===== src/rtl/core/usc_pkg.sv =====
// Package: types and constants for the unit string character scanner.
`timescale 1ns / 1ps

package usc_pkg;

  localparam int MAX_DEPTH_DEF = 255;

  localparam logic [7:0] CH_LPAREN = 8'h28;
  localparam logic [7:0] CH_RPAREN = 8'h29;
  localparam logic [7:0] CH_STAR   = 8'h2A;
  localparam logic [7:0] CH_PLUS   = 8'h2B;
  localparam logic [7:0] CH_MINUS  = 8'h2D;
  localparam logic [7:0] CH_SLASH  = 8'h2F;
  localparam logic [7:0] CH_CARET  = 8'h5E;
  localparam logic [7:0] CH_UNDER  = 8'h5F;

  localparam logic [7:0] UTF_LEAD_C2 = 8'hC2;
  localparam logic [7:0] UTF_LEAD_CE = 8'hCE;
  localparam logic [7:0] UTF_LEAD_CF = 8'hCF;
  localparam logic [7:0] UTF_LEAD_E2 = 8'hE2;
  localparam logic [7:0] UTF_DEGREE  = 8'hB0;
  localparam logic [7:0] UTF_CE_LO   = 8'h91;
  localparam logic [7:0] UTF_CONT_HI = 8'hBF;
  localparam logic [7:0] UTF_CONT_LO = 8'h80;
  localparam logic [7:0] UTF_E2_MID  = 8'h84;
  localparam logic [7:0] UTF_LL_LO   = 8'h83;
  localparam logic [7:0] UTF_LL_HI   = 8'hAB;

  typedef enum logic [2:0] {
    PH_SYMBOL    = 3'd0,
    PH_OPERATOR  = 3'd1,
    PH_EXP_START = 3'd2,
    PH_EXP_SIGN  = 3'd3,
    PH_EXPONENT  = 3'd4,
    PH_ERROR     = 3'd5,
    PH_END       = 3'd6
  } phase_t;

  typedef enum logic [2:0] {
    UTF_NONE  = 3'd0,
    UTF_C2    = 3'd1,
    UTF_CE    = 3'd2,
    UTF_CF    = 3'd3,
    UTF_E2    = 3'd4,
    UTF_E2_84 = 3'd5
  } utf_lead_t;

  typedef struct packed {
    logic [7:0] char_byte;
    logic       new_string;
  } in_item_t;

  typedef struct packed {
    logic       more_expected;
    logic [2:0] scan_state;
    logic [7:0] bracket_level;
  } out_item_t;

  typedef struct packed {
    phase_t     phase;
    logic [7:0] open_brackets;
    logic       exp_bracket_open;
    utf_lead_t  utf_pending;
  } scan_st_t;

  localparam scan_st_t SCAN_START = '{
    phase:            PH_OPERATOR,
    open_brackets:    8'd0,
    exp_bracket_open: 1'b0,
    utf_pending:      UTF_NONE
  };

endpackage


===== src/rtl/core/usc_step.sv =====
// Next-state logic of the scan grammar for one byte.
`timescale 1ns / 1ps

module usc_step import usc_pkg::*; #(
  parameter int MAX_DEPTH = MAX_DEPTH_DEF
) (
  input  scan_st_t  cur_st,
  input  in_item_t  item,
  output scan_st_t  nxt_st
);

  localparam logic [7:0] DEPTH_BOUND = (MAX_DEPTH < 255) ? 8'(MAX_DEPTH) : 8'd255;

  scan_st_t   base;
  logic [7:0] b;
  logic       is_letter;
  logic       is_digit;
  logic       is_op;
  logic       sym_ok;
  utf_lead_t  sym_pend;
  phase_t     ph;
  scan_st_t   st;

  assign b    = item.char_byte;
  assign base = item.new_string ? SCAN_START : cur_st;

  assign is_letter = (b >= 8'h41 && b <= 8'h5A) || (b >= 8'h61 && b <= 8'h7A);
  assign is_digit  = (b >= 8'h30 && b <= 8'h39);
  assign is_op     = (b == CH_STAR) || (b == CH_SLASH) || (b == CH_UNDER);

  // Symbol byte test and the lead it leaves behind when taken
  always_comb begin
    sym_ok   = 1'b0;
    sym_pend = base.utf_pending;
    unique case (base.utf_pending)
      UTF_NONE: begin
        if (is_letter) begin
          sym_ok = 1'b1;
        end else if (b == UTF_LEAD_C2) begin
          sym_ok = 1'b1; sym_pend = UTF_C2;
        end else if (b == UTF_LEAD_CE) begin
          sym_ok = 1'b1; sym_pend = UTF_CE;
        end else if (b == UTF_LEAD_CF) begin
          sym_ok = 1'b1; sym_pend = UTF_CF;
        end else if (b == UTF_LEAD_E2) begin
          sym_ok = 1'b1; sym_pend = UTF_E2;
        end
      end
      UTF_C2: begin
        if (b == UTF_DEGREE) begin
          sym_ok = 1'b1; sym_pend = UTF_NONE;
        end
      end
      UTF_CE: begin
        if (b >= UTF_CE_LO && b <= UTF_CONT_HI) begin
          sym_ok = 1'b1; sym_pend = UTF_NONE;
        end
      end
      UTF_CF: begin
        if (b >= UTF_CONT_LO && b <= UTF_CONT_HI) begin
          sym_ok = 1'b1; sym_pend = UTF_NONE;
        end
      end
      UTF_E2: begin
        if (b == UTF_E2_MID) begin
          sym_ok = 1'b1; sym_pend = UTF_E2_84;
        end
      end
      UTF_E2_84: begin
        if (b >= UTF_LL_LO && b <= UTF_LL_HI) begin
          sym_ok = 1'b1; sym_pend = UTF_NONE;
        end
      end
      default: begin
        sym_ok = 1'b0;
      end
    endcase
  end

  always_comb begin
    st = base;
    ph = base.phase;
    unique case (base.phase)
      PH_SYMBOL: begin
        priority if (sym_ok) begin
          ph = PH_SYMBOL; st.utf_pending = sym_pend;
        end else if (is_op) begin
          ph = PH_OPERATOR;
        end else if (b == CH_RPAREN) begin
          if (base.open_brackets == 8'd0) begin
            ph = PH_ERROR;
          end else begin
            st.open_brackets = base.open_brackets - 8'd1;
            ph = PH_SYMBOL;
          end
        end else if (b == CH_CARET) begin
          ph = PH_EXP_START;
        end else begin
          ph = PH_END;
        end
      end
      PH_OPERATOR: begin
        priority if (sym_ok) begin
          ph = PH_SYMBOL; st.utf_pending = sym_pend;
        end else if (b == CH_LPAREN) begin
          if (base.open_brackets >= DEPTH_BOUND) begin
            ph = PH_ERROR;
          end else begin
            st.open_brackets = base.open_brackets + 8'd1;
          end
        end else begin
          ph = PH_ERROR;
        end
      end
      PH_EXP_START: begin
        priority if (b == CH_MINUS || b == CH_PLUS) begin
          ph = PH_EXP_SIGN;
        end else if (b == CH_LPAREN) begin
          if (base.exp_bracket_open) begin
            ph = PH_ERROR;
          end else begin
            st.exp_bracket_open = 1'b1;
            ph = PH_EXP_START;
          end
        end else if (is_digit) begin
          ph = PH_EXPONENT;
        end else begin
          ph = PH_ERROR;
        end
      end
      PH_EXP_SIGN: begin
        ph = is_digit ? PH_EXPONENT : PH_ERROR;
      end
      PH_EXPONENT: begin
        priority if (is_digit) begin
          ph = PH_EXPONENT;
        end else if (is_op) begin
          ph = PH_OPERATOR;
        end else if (b == CH_RPAREN) begin
          priority if (base.exp_bracket_open) begin
            st.exp_bracket_open = 1'b0;
            ph = PH_SYMBOL;
          end else if (base.open_brackets != 8'd0) begin
            st.open_brackets = base.open_brackets - 8'd1;
            ph = PH_SYMBOL;
          end else begin
            ph = PH_ERROR;
          end
        end else begin
          ph = PH_END;
        end
      end
      PH_ERROR: begin
        ph = PH_ERROR;
      end
      default: begin
        ph = PH_END;
      end
    endcase

    // Ending with anything still open is an error
    if (ph == PH_END && (st.open_brackets != 8'd0 || st.exp_bracket_open ||
                         st.utf_pending != UTF_NONE)) begin
      ph = PH_ERROR;
    end
    st.phase = ph;
    nxt_st   = st;
  end

endmodule


===== src/rtl/core/unit_string_char_scanner.sv =====
// Top level: unit string byte scanner with input and result registers.
// The input register holds the accepted item; the result register then takes its scan result.
// One item per cycle while out_stall is low; the scan registers update once per byte.
// A stalled result register still lets one further item enter the input register.
// Reset (rst_n low, synchronous): both stages empty, scan in operator phase,
// depth 0, no exponent bracket, no pending UTF-8 lead.
`timescale 1ns / 1ps

module unit_string_char_scanner import usc_pkg::*; #(
  parameter int MAX_DEPTH = MAX_DEPTH_DEF
) (
  input  logic      clk,
  input  logic      rst_n,
  input  logic      in_valid,
  output logic      in_stall,
  input  in_item_t  in_item,
  output logic      out_valid,
  input  logic      out_stall,
  output out_item_t out_item
);

  logic      s1_valid_r;
  in_item_t  s1_item_r;
  scan_st_t  st_r;
  scan_st_t  st_nxt;
  logic      out_valid_r;
  out_item_t out_item_r;
  out_item_t out_item_nxt;
  logic      out_free;
  logic      s1_move;
  logic      in_take;

  assign out_free = !out_valid_r || !out_stall;
  assign s1_move  = s1_valid_r && out_free;
  assign in_stall = s1_valid_r && !out_free;
  assign in_take  = in_valid && !in_stall;

  usc_step #(.MAX_DEPTH(MAX_DEPTH)) u_step (
    .cur_st (st_r),
    .item   (s1_item_r),
    .nxt_st (st_nxt)
  );

  assign out_item_nxt.more_expected = (st_nxt.phase != PH_ERROR) && (st_nxt.phase != PH_END);
  assign out_item_nxt.scan_state    = st_nxt.phase;
  assign out_item_nxt.bracket_level = st_nxt.open_brackets;

  always_ff @(posedge clk) begin
    if (!rst_n) begin
      s1_valid_r  <= 1'b0;
      out_valid_r <= 1'b0;
      st_r        <= SCAN_START;
    end else begin
      if (in_take) begin
        s1_valid_r <= 1'b1;
      end else if (s1_move) begin
        s1_valid_r <= 1'b0;
      end
      if (s1_move) begin
        out_valid_r <= 1'b1;
        st_r        <= st_nxt;
      end else if (!out_stall) begin
        out_valid_r <= 1'b0;
      end
    end
  end

  always_ff @(posedge clk) begin
    if (in_take) begin
      s1_item_r <= in_item;
    end
    if (s1_move) begin
      out_item_r <= out_item_nxt;
    end
  end

  assign out_valid = out_valid_r;
  assign out_item  = out_item_r;

endmodule


===== config.mk =====
export PLATFORM = sky130hd
export DESIGN_NAME = unit_string_char_scanner
export DESIGN_NICKNAME = d
export VERILOG_FILES = /design/src/rtl/core/usc_pkg.sv /design/src/rtl/core/usc_step.sv /design/src/rtl/core/unit_string_char_scanner.sv
export SDC_FILE = /design/constraint.sdc
export NUM_CORES = 1
export LEC_CHECK = 0
export ABC_AREA = 1
export BUFFER_PORTS_ARGS = -buffer_cell sky130_fd_sc_hd__buf_2
export CORE_ASPECT_RATIO = 0.75
export CORE_MARGIN = 3
export CORE_UTILIZATION = 45
export CTS_CLUSTER_SIZE = 40
export DETAILED_ROUTE_END_ITERATION = 8
export SYNTH_ARGS = -nofsm -noshare
export SYNTH_HDL_FRONTEND = slang
export SYNTH_SLANG_ARGS = --single-unit

===== constraint.sdc =====
create_clock -name clk -period 6 [get_ports clk]
set_input_delay 0.6 -clock clk [delete_from_list [all_inputs] [get_ports clk]]
set_output_delay 0.6 -clock clk [all_outputs]
set_load 0.05 [all_outputs]

==> results.py, run 1 <==
metrics = {
    "job": {
        "cap_viol_max_count": 0,
    },
    "min_path": {
        "min-delay-path-class": "input pin to register",
    },
    "timing": {
        "setup_viol": 0,
        "final_hold_viol_count": 0,
        "finalSetupTns_ns": 0,
        "rsz0062_at_grt": "false",
        "tightest_slew_ns": 0.622,
        "fin_crit_sh_pct": 52.3,
        "max_slew_margin_pct": 58.5,
        "maxSlewViolCount": 0,
        "finClkSkew_ns": 0.00548,
        "clock.fmax_mhz": 319,
        "finalCriticalPeriod_ns": 3.14,
    },
    "floorplan": {
        "dieArea_um2": 8360,
        "pin_count": 27,
        "die_x_um": 105,
        "start_util_pct": 47.3,
        "rows": 26,
        "core_um2": 6930,
        "die_h_um": 79.9,
    },
    "yosys": {
        "synthFlopType": "edfxtp_1",
        "syn-num-nets": 513,
        "yosysMostFrequentCell": "nand2_1",
        "netlist_area_um2": 3280,
        "ys_seq_area_share_pct": 29.6,
        "synth_top_cell_area_share_pct": 19.2,
        "yosysTopAreaCell": "edfxtp_1",
        "syn_inst": 497,
        "syn_avg_cell_area_um2": 6.60,
        "ys_async_sr_fraction_pct": 0,
        "synth_cell_types": 41,
        "ys_ff_latch": 38,
        "ys_warn_count": 0,
        "synth-edff-count": 21,
        "synth_area_leaders": "edfxtp_1 (19%), nand2_1 (15%), dfxtp_1 (10%), nand3_1 (8.4%), inv_1 (7.3%)",
        "ys_top_cells_by_count": "nand2_1 (129), inv_1 (64), nor2_1 (58), nand3_1 (55), o21ai_0 (28)",
    },
    "clocking": {
        "post_cts_buffers": 0,
        "cts_buffers": 5,
        "clockRootBuffer": "clkbuf_8",
        "ctsHoldBuffers": 0,
        "htree_levels": 2,
        "tritoncts": "built",
        "cts_num_sinks": 38,
        "cts_buffer_depth": 2,
        "worstSkewPairLatency_ns": 0.28,
        "ctsResizeCount": 0,
        "clk_transition_reported_paths_ns": 0.07,
    },
    "placed_design": {
        "dp_hpwl_um": 7420,
        "port-buffer-count": 26,
        "dpl.cell_count": 615,
        "gp_congestion": 1.01,
        "placed_area_um2": 3500,
    },
    "route": {
        "drt-met1-wl_um": 4990,
        "drt-pass1-iter-count": 6,
        "vias_per_cell": 5.47,
        "dr_wl_met2_um": 3480,
        "drc_errors": 0,
        "drt_iter0_drc": 406,
        "wire_per_inst_um": 15.2,
        "ant_nets": 0,
        "drt-total-wl_um": 9460,
        "wl_met3_um": 835,
        "vias": 3408,
        "top_layer": "met4",
    },
    "pwr": {
        "leakage_uw": 0.00173,
        "power_uw": 710,
        "ir_worst_vdd_uv": 207,
        "p_per_area_nw_per_um2": 197,
    },
    "global_route": {
        "grt_pass1_vias": 2927,
        "antenna_found_initial": 0,
        "grt_pass1_wl_um": 15200,
        "overflow": 0,
        "grt_max_degree": 29,
        "grt_use_total_pct": 23.1,
    },
    "setup_path": {
        "path_buf_inv": 3,
        "slowest_delay_ns": 0.75,
        "worstSetupEndpointType": "register",
        "cp-start-kind": "register",
        "slowest_stage": "edfxtp_1",
        "cp.arrival_ns": 3.19,
        "crit_chain": "nor2_2, inv_1, ha_1, nand2_1, nor2_1, nand2_2, o21ai_0, nand3_1, o21ai_0, nand2_1, o2111ai_1, nand2_1, inv_1, nand2_1, nand2_2, inv_1",
        "cpMostUsedCell": "nand2_1",
        "cp_top_family": "simple AND/OR/NAND/NOR gates",
        "required_ns": 6.05,
        "path_max_fanout": 15,
        "crit_type": "register to register",
    },
    "run_status": {
        "status": "completed",
    },
    "cells_and_area": {
        "nets": 540,
        "stdcell_area_um2": 3610,
        "diodes": 0,
        "final_layout_size_suffix_gt1_share_pct": 18.9,
        "n_fill_cell": 691,
        "area_delta_synth_final_pct": 9.95,
        "final_cells": 623,
    },
}
==> path summary, 6_finish.rpt <==
kind                            slack, ns           end  depth (start not counted)    startpoint
worst max-delay path                 2.86   out_item[9]                         16  s1_item_r[0]
worst min-delay path                 0.49  s1_item_r[7]                          1    in_item[7]
worst max register to register       2.86   out_item[9]                         16  s1_item_r[0]
worst min register to register       0.52     out_valid                          2    s1_valid_r
==> registers in the layout, indices dropped and copies added, names as in the netlist <==
name        count
out_item       12
out_valid       1
s1_item_r       9
s1_valid_r      1
st_r           15
==> cell families (layout without fill, tap and decap cells) <==
kind of cell               count (synthesis)  in the layout  synth area share (%)
AOI/OAI and AO/OA                         74             74                  13.9
buffers and inverters                     82            110                  10.3
xor gates and xnor gates                   2              2                 0.534
adders and majority gates                  3              3                  1.14
DFF                                       38             38                  29.6
and+or+nand+nor                          298            298                  44.5
==> through the flow <==
step / util (%) / setup slack (ns) / hold slack, ns
detailed placement: 50.5 / 2.89 / 0.518
CTS: 52.1 / 2.88 / 0.479
finish: 52.1 / 2.86 / 0.488
global placement: 50.5 / 2.96 / 0.496
floorplan: - / 3.61 / 0.457
global route: 52.1 / 2.57 / 0.475
==> per-layer routing <==
layer  track usage [%]  up-vias
li1                  -     1680
met1              37.4     1526
met2              30.6      182
met3              3.48       20
met4              6.16        0
met5                 0        -
==> placed cells by master (no fill, tap or decap), types with 2 or more instances in the layout <==
master,instances
a211oi_1,4
a21oi_1,21
a21oi_2,2
buf_2,26
clkbuf_8,5
clkinv_2,2
dfxtp_1,17
edfxtp_1,21
ha_1,3
inv_1,64
inv_2,9
nand2_1,129
nand2_2,10
nand2_4,4
nand2_8,3
nand3_1,55
nand3_2,2
nand4_1,4
nand4_2,2
nor2_1,57
nor2_2,15
nor2_4,6
nor3_1,4
nor3_2,4
o2111a_1,2
o211ai_1,7
o211ai_2,2
o21ai_0,28
o21ai_1,2
xor2_1,2
==> report_power, final <==
group,switching (uW),internal [uW],total [uW]
clock network,86.5,122,209
registers,19.3,294,314
logic,135,53.1,188
total,240,470,710
==> area by class of cell <==
class	instances	area (um2)	area share, %
tap	98	123	3.40
clock inverter	3	40.0	1.11
sequential	38	971	26.9
clock buffer	5	68.8	1.91
inverter	75	294	8.15
multi-input combinational	377	1970	54.7
timing repair buffer	27	138	3.82
(Power assumes the default switching activity.)
==> run 2, diff against run 1 <==
Clock period 6 ns to 3.05 ns, I/O delays scaled along.
==> run 2 against run 1 <==
Effect of this change: sequential power up 96%; hold slack got worse by 0.29 ns; core utilization grew 1.3 points; clock skew fell by 0.0017 ns.
==> results.py, run 2 (synthesis gave the netlist of run 1 again) <==
metrics = {
    "setup_path": {
        "required_ns": 3.09,
        "cp_top_family": "simple AND/OR/NAND/NOR gates",
        "path_max_fanout": 5,
        "cp.arrival_ns": 2.92,
        "slowest_delay_ns": 0.40,
        "cp-start-kind": "register",
        "cpMostUsedCell": "nor2_1",
        "path_buf_inv": 4,
        "slowest_stage": "edfxtp_1",
        "crit_type": "register to register",
        "worstSetupEndpointType": "register",
        "crit_chain": "buf_4, buf_4, nor2_1, ha_1, nand3_2, nor2_2, nand2_2, nand2_4, inv_2, nand2_1, nand3_1, nand3_1, nor2_1, a21oi_2, nor2_1, nand4_1, nand2_1, nand2_2, inv_1",
    },
    "placed_design": {
        "gp_congestion": 0.982,
        "post-place-ws_ns": 0.0812,
        "port-buffer-count": 26,
        "dp_hpwl_um": 7630,
    },
    "global_route": {
        "grt_pass1_vias": 3032,
        "grt_pass1_wl_um": 15700,
        "grt_max_degree": 29,
        "grt_use_total_pct": 23.6,
        "overflow": 0,
        "antenna_found_initial": 0,
    },
    "floorplan": {
        "die_x_um": 105,
        "die_h_um": 79.9,
        "pin_count": 27,
        "core_um2": 6930,
        "dieArea_um2": 8360,
        "start_util_pct": 47.3,
        "rows": 26,
    },
    "timing": {
        "maxSlewViolCount": 0,
        "rsz0062_at_grt": "false",
        "hold-worst-slack_ns": 0.194,
        "final_hold_viol_count": 0,
        "tightest_slew_ns": 0.609,
        "setup_viol": 0,
        "fin_ws_ns": 0.172,
        "finClkSkew_ns": 0.00381,
        "finalCriticalPeriod_ns": 2.88,
        "finalSetupTns_ns": 0,
        "fin_crit_sh_pct": 94.4,
        "clock.fmax_mhz": 347,
        "max_slew_margin_pct": 59.0,
    },
    "clocking": {
        "clk_transition_reported_paths_ns": 0.07,
        "worstSkewPairLatency_ns": 0.28,
        "ctsHoldBuffers": 0,
        "htree_levels": 2,
        "clockRootBuffer": "clkbuf_8",
        "cts_num_sinks": 38,
        "tritoncts": "built",
        "cts_buffer_depth": 2,
        "cts_buffers": 5,
    },
    "route": {
        "drt-pass1-iter-count": 5,
        "vias": 3414,
        "wire_per_inst_um": 15.2,
        "drc_errors": 0,
        "drt-total-wl_um": 9650,
        "ant_nets": 0,
        "drt_iter0_drc": 253,
        "vias_per_cell": 5.36,
    },
    "pwr": {
        "leakage_uw": 0.00178,
        "clkPwrFrac_pct": 25.5,
        "power_frac_comb_pct": 28.9,
        "p_int_uw": 877,
        "p_per_area_nw_per_um2": 364,
        "ir_worst_vdd_uv": 285,
        "swShare_pct": 34.7,
        "pwr-share-seq_pct": 45.7,
        "power.net_switching_uw": 467,
    },
    "cells_and_area": {
        "largest_register": "st_r",
        "layout_common_cells": "nand2_1 (129), inv_1 (64), nor2_1 (57), nand3_1 (55), o21ai_0 (28)",
        "final_layout_size_suffix_gt1_share_pct": 20.8,
        "diodes": 0,
        "largest_reg_flops": 15,
        "final_util_pct": 53.3,
        "area_delta_synth_final_pct": 12.6,
        "n_fill_cell": 712,
        "nets": 554,
        "final_common_cell": "nand2_1",
    },
    "job": {
        "cap_viol_max_count": 0,
    },
    "run_status": {
        "status": "completed",
    },
    "min_path": {
        "min-delay-path-class": "input pin to register",
    },
}
-- run 2: changes by cell type in the layout (fill, tap and decap cells not counted) --
cell,change
clkbuf_8,+1
bufinv_16,-1
clkbuf_1,+1
buf_4,+14
clkinv_2,-1
-- run 2: metal layers --
layer | GRT usage (%) | wire [um] | up-vias
met2 | 30.7 | 3560 | 155
met4 | 5.24 | 110 | 0
met1 | 38.8 | 5140 | 1536
met5 | 0 | 0 | -
li1 | - | - | 1710
met3 | 4.20 | 841 | 13
-- run 2: path summary, 6_finish.rpt --
check,cells after the start,to,start,slack [ns]
worst max-delay path,19,out_item[9],s1_item_r[0],0.17
worst min-delay path,1,s1_item_r[6],in_item[6],0.19
worst max register to register,19,out_item[9],s1_item_r[0],0.17
worst min register to register,2,out_valid,s1_valid_r,0.50
-- run 2: stage by stage --
step	power [uW]	std cells	cell area, um2
2_1_floorplan	900	497	3280
3_5_place_dp	1000	627	3590
4_1_cts	1340	635	3680
6_report	1340	637	3690
5_1_grt	1420	637	3690
3_3_place_gp	1000	627	3590
-- run 2: what timing repair did --
action | CTS | global route
buffers inserted | 0 | 2
setup endpoints to repair | 0 | 4
gates resized for setup | 0 | 0
hold endpoints to repair | 0 | 0
-- run 2: cell type report --
class	count	area [um2]	area share [%]
Multi-Input combinational cell	377	1970	53.4
Sequential cell	38	971	26.3
Inverter	75	294	7.96
Timing Repair Buffer	41	243	6.57
Tap cell	98	123	3.32
Clock buffer	7	86.3	2.34
Clock inverter	1	5.00	0.135
-- run 2: worst register-to-register path, stage by stage, from the launching register on --
cell and delay [ns]:
edfxtp_1 0.40, buf_4 0.17, buf_4 0.14, nor2_1 0.19, ha_1 0.25, nand3_2 0.16, nor2_2 0.16, nand2_2 0.10
nand2_4 0.11, inv_2 0.08, nand2_1 0.06, nand3_1 0.06, nand3_1 0.09, nor2_1 0.05, a21oi_2 0.21, nor2_1 0.08
nand4_1 0.10, nand2_1 0.10, nand2_2 0.09, inv_1 0.04
-- run 2: power groups by stage --
stage               logic [uW]  registers, uW  clock network (uW)
global route               430            617                 378
finish                     388            614                 342
detailed placement         375            626                   0
CTS                        378            615                 352
floorplan                  249            651                   0
global placement           377            626                   0
